==> config.mk <==
export PLATFORM = sky130hd
export DESIGN_NAME = inverse_aes_decrypt_round
export DESIGN_NICKNAME = d
export VERILOG_FILES = /design/src/sv/iaesdr_pkg.sv /design/src/sv/inverse_aes_decrypt_round.sv
export VERILOG_INCLUDE_DIRS = /design/src /design/src/sv
export SDC_FILE = /design/constraint.sdc
export NUM_CORES = 2
export LEC_CHECK = 0
export BUFFER_PORTS_ARGS = -buffer_cell sky130_fd_sc_hd__buf_2
export CAP_MARGIN = 20
export CELL_PAD_IN_SITES_DETAIL_PLACEMENT = 0
export CELL_PAD_IN_SITES_GLOBAL_PLACEMENT = 2
export CORE_UTILIZATION = 35
export CTS_BUF_LIST = sky130_fd_sc_hd__clkbuf_8 sky130_fd_sc_hd__clkbuf_16
export CTS_CLUSTER_SIZE = 28
export DETAILED_ROUTE_END_ITERATION = 12
export GPL_ROUTABILITY_DRIVEN = 0
export GPL_TIMING_DRIVEN = 0
export HOLD_SLACK_MARGIN = 0.1
export PLACE_DENSITY_LB_ADDON = 0.12
export REMOVE_ABC_BUFFERS = 1
export SKIP_LAST_GASP = 1
export SLEW_MARGIN = 20
export SYNTH_ARGS = -nofsm -noshare
export SYNTH_HDL_FRONTEND = slang
export SYNTH_SLANG_ARGS = --single-unit
==> constraint.sdc <==
create_clock -name clk -period 6.9 [get_ports clk]
set_input_delay 0.345 -clock clk [delete_from_list [all_inputs] [get_ports clk]]
set_output_delay 0.345 -clock clk [all_outputs]
set_load 0.005 [all_outputs]
==> src/sv/assert_macros.svh <==
// Assertion macros shared by the RTL of the inverse decryption round block.
// Each macro expects a clock named clk and an active-low reset named arst_n in scope.
`ifndef ASSERT_MACROS_SVH
`define ASSERT_MACROS_SVH

// Same-cycle implication, checked at every rising edge outside reset.
`define ASSERT_SAME(label, ante, cons, msg) \
	label: assert property (@(posedge clk) disable iff (!arst_n) (ante) |-> (cons)) \
		else $error(msg);

// Next-cycle implication, checked at every rising edge outside reset.
`define ASSERT_NEXT(label, ante, cons, msg) \
	label: assert property (@(posedge clk) disable iff (!arst_n) (ante) |=> (cons)) \
		else $error(msg);

`endif

==> src/sv/iaesdr_pkg.sv <==
// Package for the inverse decryption round block: AES S-box, GF(2^8) helpers,
// MixColumns on one column and register decode codes. Depends on nothing.
package iaesdr_pkg;

	localparam int BLOCK_W = 128;
	localparam int WORD_W  = 64;
	localparam int ADDR_W  = 4;

	// Register select: the two 64-bit key halves lie at byte addresses 0 and 8.
	typedef enum logic [0:0] {
		REG_KEY_LOW  = 1'b0,
		REG_KEY_HIGH = 1'b1
	} cfg_reg_t;

	localparam logic [7:0] SBOX [256] = '{
		8'h63,8'h7c,8'h77,8'h7b,8'hf2,8'h6b,8'h6f,8'hc5,8'h30,8'h01,8'h67,8'h2b,8'hfe,8'hd7,8'hab,8'h76,
		8'hca,8'h82,8'hc9,8'h7d,8'hfa,8'h59,8'h47,8'hf0,8'had,8'hd4,8'ha2,8'haf,8'h9c,8'ha4,8'h72,8'hc0,
		8'hb7,8'hfd,8'h93,8'h26,8'h36,8'h3f,8'hf7,8'hcc,8'h34,8'ha5,8'he5,8'hf1,8'h71,8'hd8,8'h31,8'h15,
		8'h04,8'hc7,8'h23,8'hc3,8'h18,8'h96,8'h05,8'h9a,8'h07,8'h12,8'h80,8'he2,8'heb,8'h27,8'hb2,8'h75,
		8'h09,8'h83,8'h2c,8'h1a,8'h1b,8'h6e,8'h5a,8'ha0,8'h52,8'h3b,8'hd6,8'hb3,8'h29,8'he3,8'h2f,8'h84,
		8'h53,8'hd1,8'h00,8'hed,8'h20,8'hfc,8'hb1,8'h5b,8'h6a,8'hcb,8'hbe,8'h39,8'h4a,8'h4c,8'h58,8'hcf,
		8'hd0,8'hef,8'haa,8'hfb,8'h43,8'h4d,8'h33,8'h85,8'h45,8'hf9,8'h02,8'h7f,8'h50,8'h3c,8'h9f,8'ha8,
		8'h51,8'ha3,8'h40,8'h8f,8'h92,8'h9d,8'h38,8'hf5,8'hbc,8'hb6,8'hda,8'h21,8'h10,8'hff,8'hf3,8'hd2,
		8'hcd,8'h0c,8'h13,8'hec,8'h5f,8'h97,8'h44,8'h17,8'hc4,8'ha7,8'h7e,8'h3d,8'h64,8'h5d,8'h19,8'h73,
		8'h60,8'h81,8'h4f,8'hdc,8'h22,8'h2a,8'h90,8'h88,8'h46,8'hee,8'hb8,8'h14,8'hde,8'h5e,8'h0b,8'hdb,
		8'he0,8'h32,8'h3a,8'h0a,8'h49,8'h06,8'h24,8'h5c,8'hc2,8'hd3,8'hac,8'h62,8'h91,8'h95,8'he4,8'h79,
		8'he7,8'hc8,8'h37,8'h6d,8'h8d,8'hd5,8'h4e,8'ha9,8'h6c,8'h56,8'hf4,8'hea,8'h65,8'h7a,8'hae,8'h08,
		8'hba,8'h78,8'h25,8'h2e,8'h1c,8'ha6,8'hb4,8'hc6,8'he8,8'hdd,8'h74,8'h1f,8'h4b,8'hbd,8'h8b,8'h8a,
		8'h70,8'h3e,8'hb5,8'h66,8'h48,8'h03,8'hf6,8'h0e,8'h61,8'h35,8'h57,8'hb9,8'h86,8'hc1,8'h1d,8'h9e,
		8'he1,8'hf8,8'h98,8'h11,8'h69,8'hd9,8'h8e,8'h94,8'h9b,8'h1e,8'h87,8'he9,8'hce,8'h55,8'h28,8'hdf,
		8'h8c,8'ha1,8'h89,8'h0d,8'hbf,8'he6,8'h42,8'h68,8'h41,8'h99,8'h2d,8'h0f,8'hb0,8'h54,8'hbb,8'h16
	};

	function automatic logic [7:0] sub_byte(input logic [7:0] b);
		return SBOX[b];
	endfunction

	// Multiply by two modulo the AES polynomial 0x11b.
	function automatic logic [7:0] xtime(input logic [7:0] v);
		return {v[6:0], 1'b0} ^ (v[7] ? 8'h1b : 8'h00);
	endfunction

	// MixColumns on one column; row r sits in bits 8r+7..8r.
	function automatic logic [31:0] mix_column(input logic [31:0] col);
		logic [7:0] a0, a1, a2, a3, d0, d1, d2, d3;
		a0 = col[7:0];
		a1 = col[15:8];
		a2 = col[23:16];
		a3 = col[31:24];
		d0 = xtime(a0);
		d1 = xtime(a1);
		d2 = xtime(a2);
		d3 = xtime(a3);
		return {d0 ^ a0 ^ a1 ^ a2 ^ d3,
			a0 ^ a1 ^ d2 ^ d3 ^ a3,
			a0 ^ d1 ^ d2 ^ a2 ^ a3,
			d0 ^ d1 ^ a1 ^ a2 ^ a3};
	endfunction

endpackage

==> src/sv/inverse_aes_decrypt_round.sv <==
// An accepted input transaction reaches the master side through three registered stages.
// Throughput: one 128-bit block per cycle while m_axis_tready allows; the stages (key XOR, MixColumns,
// ShiftRows with S-box lookup) each hold one block and advance independently.
// Reset (arst_n low, asynchronous) clears the stage valid bits and both key registers.
// Top level of the inverse decryption round; uses iaesdr_pkg and assert_macros.svh.
`include "assert_macros.svh"

module inverse_aes_decrypt_round (
	input  logic                           clk,
	input  logic                           arst_n,
	// APB-style configuration port
	input  logic                           psel,
	input  logic                           penable,
	input  logic                           pwrite,
	input  logic [iaesdr_pkg::ADDR_W-1:0]  paddr,
	input  logic [iaesdr_pkg::WORD_W-1:0]  pwdata,
	output logic [iaesdr_pkg::WORD_W-1:0]  prdata,
	output logic                           pready,
	// Slave side
	input  logic                           s_axis_tvalid,
	output logic                           s_axis_tready,
	// s_axis_tdata: block_low [63:0], block_high [127:64]
	input  logic [iaesdr_pkg::BLOCK_W-1:0] s_axis_tdata,
	// Master side
	output logic                           m_axis_tvalid,
	input  logic                           m_axis_tready,
	// m_axis_tdata: preimage_low [63:0], preimage_high [127:64]
	output logic [iaesdr_pkg::BLOCK_W-1:0] m_axis_tdata
);
	import iaesdr_pkg::*;

	// Round key, written by the configuration port while no transaction is in flight (user rule, unchecked).
	logic [WORD_W-1:0]  key_low_q;
	logic [WORD_W-1:0]  key_high_q;
	logic               cfg_wr;
	cfg_reg_t           cfg_sel;

	// Pipeline stages: valid bit and payload per stage.
	logic               valid_s1, valid_s2, valid_s3;
	logic [BLOCK_W-1:0] data_s1, data_s2, data_s3;
	logic               ready_s1, ready_s2, ready_s3;
	logic [BLOCK_W-1:0] mix_d, shift_sub_d;

	// The register select is the address bit above the byte offset within a 64-bit word.
	assign cfg_sel = cfg_reg_t'(paddr[ADDR_W-1]);
	assign cfg_wr  = psel && penable && pwrite && pready;
	assign pready  = 1'b1;

	always_ff @(posedge clk or negedge arst_n) begin
		if (!arst_n) begin
			key_low_q  <= '0;
			key_high_q <= '0;
		end else if (cfg_wr) begin
			case (cfg_sel)
				REG_KEY_LOW:  key_low_q  <= pwdata;
				REG_KEY_HIGH: key_high_q <= pwdata;
				default: ;
			endcase
		end
	end

	always_comb begin
		case (cfg_sel)
			REG_KEY_LOW:  prdata = key_low_q;
			REG_KEY_HIGH: prdata = key_high_q;
			default:      prdata = '0;
		endcase
	end

	// A stage may load when it is empty or when the stage after it is moving on,
	// so bubbles are squeezed out; the ready path is combinational from m_axis_tready back to s_axis_tready.
	assign ready_s3      = !valid_s3 || m_axis_tready;
	assign ready_s2      = !valid_s2 || ready_s3;
	assign ready_s1      = !valid_s1 || ready_s2;
	assign s_axis_tready = ready_s1;

	// MixColumns on the four columns held in stage one.
	always_comb begin
		for (int c = 0; c < 4; c++) begin
			mix_d[32*c +: 32] = mix_column(data_s1[32*c +: 32]);
		end
	end

	// ShiftRows then SubBytes: byte r of column c comes from row r of column (c + r) mod 4.
	always_comb begin
		for (int c = 0; c < 4; c++) begin
			for (int r = 0; r < 4; r++) begin
				shift_sub_d[8*(r + 4*c) +: 8] =
					sub_byte(data_s2[8*(r + 4*((c + r) % 4)) +: 8]);
			end
		end
	end

	always_ff @(posedge clk or negedge arst_n) begin
		if (!arst_n) begin
			valid_s1 <= 1'b0;
			valid_s2 <= 1'b0;
			valid_s3 <= 1'b0;
		end else begin
			if (ready_s1) begin
				valid_s1 <= s_axis_tvalid;
			end
			if (ready_s2) begin
				valid_s2 <= valid_s1;
			end
			if (ready_s3) begin
				valid_s3 <= valid_s2;
			end
		end
	end

	// Payload registers need no reset; they load only when their stage advances.
	always_ff @(posedge clk) begin
		if (ready_s1 && s_axis_tvalid) begin
			data_s1 <= s_axis_tdata ^ {key_high_q, key_low_q};
		end
		if (ready_s2 && valid_s1) begin
			data_s2 <= mix_d;
		end
		if (ready_s3 && valid_s2) begin
			data_s3 <= shift_sub_d;
		end
	end

	assign m_axis_tvalid = valid_s3;
	assign m_axis_tdata  = data_s3;

	// An accepted transaction always occupies stage one in the following cycle.
	`ASSERT_NEXT(a_accept_fills_s1, s_axis_tvalid && s_axis_tready, valid_s1,
		"accepted transaction did not reach stage one")
	// A block blocked in stage two keeps both its valid bit and its payload.
	`ASSERT_NEXT(a_s2_holds, valid_s2 && !ready_s3, valid_s2 && $stable(data_s2),
		"stage two lost or changed a stalled block")
	// Stage one handing on means stage two is full next cycle.
	`ASSERT_NEXT(a_s1_to_s2, valid_s1 && ready_s2, valid_s2,
		"block from stage one was dropped")
	// The slave side can only be blocked when every stage is full.
	`ASSERT_SAME(a_full_when_blocked, !s_axis_tready, valid_s1 && valid_s2 && valid_s3,
		"input stalled with an empty stage")

endmodule
==> results.cfg <==
[run_status]
outcome = finished clean

[global_routing]
gr-total-overflow = 0
grt_pass1_vias = 80300
antenna_found_initial = 15
grt_usage_pct = 33.1
grt_max_degree = 71
grt_pass1_wl_um = 555000

[worst_setup_path]
rr_startpoint = data_s2[88]
cp_data_required_time_ns = 7.31
start_kind = flop
path_delay_family = compound AO/OA/AOI/OAI gates
critPathMaxStageDelay_ns = 1.18
crit_path_max_fanout = 20
critPathBufInv = 1
worstSetupPathType = flop to flop
critPathArrivalTime_ns = 5.78
crit_start = data_s2[88]
endpoint_kind = flop
slowest_stage = ha_1
cp_cell_sequence = clkinv_1 -> ha_1 -> nand2_1 -> a21oi_1 -> o21a_1 -> nor3_1 -> o31a_1 -> o31ai_1

[routing]
routed_via_density = 6.81
dr_total_vias = 87600
wl_um = 378000
wl_per_cell_um = 29.4
first_pass_iters = 7
ant_nets = 0
drc = 0
drt-initial-drc-count = 14200

[die]
design.die.area_um2 = 217000
die_height_um = 466
row_count = 170
initial_core_util_pct = 35.2
die_w_um = 466
ioPinCount = 398
coreArea_um2 = 214000

[power_and_ir_drop]
swShare_pct = 58.1
power.share.clock_pct = 8.0
finalPower_mw = 50.9
combPwrFrac_pct = 77.9
pwr-share-seq_pct = 14.1
peakVddDrop_v = 0.000262
internal-power_mw = 21.4
power.density_nw_per_um2 = 589
p_leak_nw = 30.7
p_sw_mw = 29.6

[sta]
clock_skew_ns = 0.0274
fmax_ghz = 0.186
period_minus_slack_ns = 5.36
hold_viol_final = 0
finalCritPeriodShare_pct = 77.7
slew_headroom_pct = 18.2
setup_viol = 0
tightestPinTransition_ns = 1.22
rsz0062_at_grt = no
slew_violations = 0

[yosys]
synth_edf_count = 384
ys.flop_type = edfxtp_1
synth_seq_cells = 515
netlist.area_leader.share_pct = 15.3
synth-seq-area-share_pct = 19.6
synth.area.top_cells = edfxtp_1 (15%), a21oi_1 (5.4%), o21ai_0 (5.2%)
avgSynthCellArea_um2 = 7.47
synthArstFlopShare_pct = 25.4
yosys_warnings = 0
synth_cell_type_count = 107
netlist_instances = 10100
yosysTopAreaCell = edfxtp_1
synthesis.area_um2 = 75400

[clocking]
cts_tree = done
clockRootBuffer = clkbuf_16
cts_inserted_buffers = 76
cts_setup_buffers = 0
htreeDepth = 3
clock-sinks = 515
cts-resized-gates = 0
clk_path_buf_depth = 3
worstSkewPairLatency_ns = 0.73
clk_pin_slew_ns = 0.06

[finish]
multi_input_area_um2 = 54800
final-seq-area_um2 = 14800
num-nets-final = 10400
drive_gt1_share_pct = 13.0
n_fill_cell = 22200
final_cell_mix = a21oi_1 (813), o21ai_0 (789), nand2_1 (739)
area_growth_pct = 14.6
final_common_cell = a21oi_1
final_util_pct = 40.3

[placed_design]
io_buffer_count = 393
hpwl_um = 273000

[hold_path]
hold_class = primary input to flop
min_from = s_axis_tdata[24]

[run]
drv_cap = 0
registers in the layout (all words and copies together) (netlist names):
name           cells
valid_s1           1
key_high_q        64
m_axis_tdata     128
data_s2          128
key_low_q         64
data_s1          128
valid_s2           1
m_axis_tvalid      1
power groups by stage:
stage | sequential, mW | combinational [mW] | clock (mW)
final | 7.18 | 39.7 | 4.07
after global routing | 7.32 | 41.7 | 4.30
after CTS | 7.17 | 38.1 | 4.21
after detailed placement | 7.19 | 37.8 | 0
after global placement | 11.4 | 31.9 | 0
after floorplan | 8.89 | 20.4 | 0
what timing repair did:
item,CTS,global route
endpoints found under the hold margin,389,0
hold buffers,197,0
setup endpoints to repair,0,0
cells in the mapped netlist (99+ instances only):
cell and n:
o211ai_1 256, a21oi_1 813, nor3_1 387, xor2_1 193
a211oi_1 250, o21ai_0 789, nand2b_1 368, o31ai_1 103
a31oi_1 246, buf_2 472, ha_1 240, nand2_1 739
xnor2_1 395, a311oi_1 184, nand3_1 335, inv_1 114
edfxtp_1 384, and2_1 99, clkbuf_1 497, nor2_1 694
dfrtp_1 131, o311ai_0 137, mux2_2 223, nor2b_1 261
layer usage:
metal	track usage, %	part of all wire [%]	wire (um)	vias to the layer above
li1	-	-	-	38100
met1	45.4	41	155000	42500
met2	50.1	44	165000	6100
met3	6.64	11	40500	959
met4	13.6	4.6	17400	2
met5	0	0.0034	13	-
logic make-up (layout without fill, tap and decap cells):
kind of cell,count (synthesis),after routing,share of synthesized area [%]
AOI/OAI and AO/OA,3737,3737,33.4
and+or+nand+nor,3364,3364,22.3
buffers and inverters,1280,1218,7.77
xor gates and xnor gates,590,590,6.87
DFF,515,515,19.6
muxes,360,360,6.00
adders and majority gates,241,241,4.00
other,1,10,0.00497
path summary, 6_finish.rpt:
| check | endpoint | slack [ns] | depth (start not counted) |
|---|---|---|---|
| setup / recovery | m_axis_tdata[122] | 1.54 | 8 |
| hold / removal | data_s1[24] | 0.16 | 2 |
| setup reg to reg | m_axis_tdata[122] | 1.54 | 8 |
| hold reg to reg | valid_s2 | 0.50 | 1 |
| max in group asynchronous | key_high_q[12] | 5.72 | 3 |
| min in group asynchronous | key_high_q[53] | 0.18 | 2 |
area by class of cell:
| type | instances | area share (%) |
|---|---|---|
| Timing Repair Buffer | 935 | 11.8 |
| Multi-Input combinational cell | 8293 | 63.4 |
| Inverter | 143 | 0.626 |
| Sequential cell | 515 | 17.1 |
| Tap cell | 2838 | 4.11 |
| Antenna cell | 9 | 0.0261 |
| Clock buffer | 83 | 2.35 |
| Clock inverter | 57 | 0.591 |
metrics by stage:
step / setup TNS, ns / cell area (um^2) / setup slack [ns] / std cells / hold slack, ns
floorplan: 0 / 70100 / 1.31 / 8951 / 0.0494
global placement: -326.68 / 75600 / -2.12 / 12200 / 0.463
detailed placement: 0 / 81800 / 1.79 / 12500 / 0.333
CTS: 0 / 86300 / 1.72 / 12900 / 0.121
global route: 0 / 86400 / 1.53 / 12900 / 0.140
finish: 0 / 86400 / 1.54 / 12900 / 0.155
Note: power is estimated with default switching activity, not from simulation.
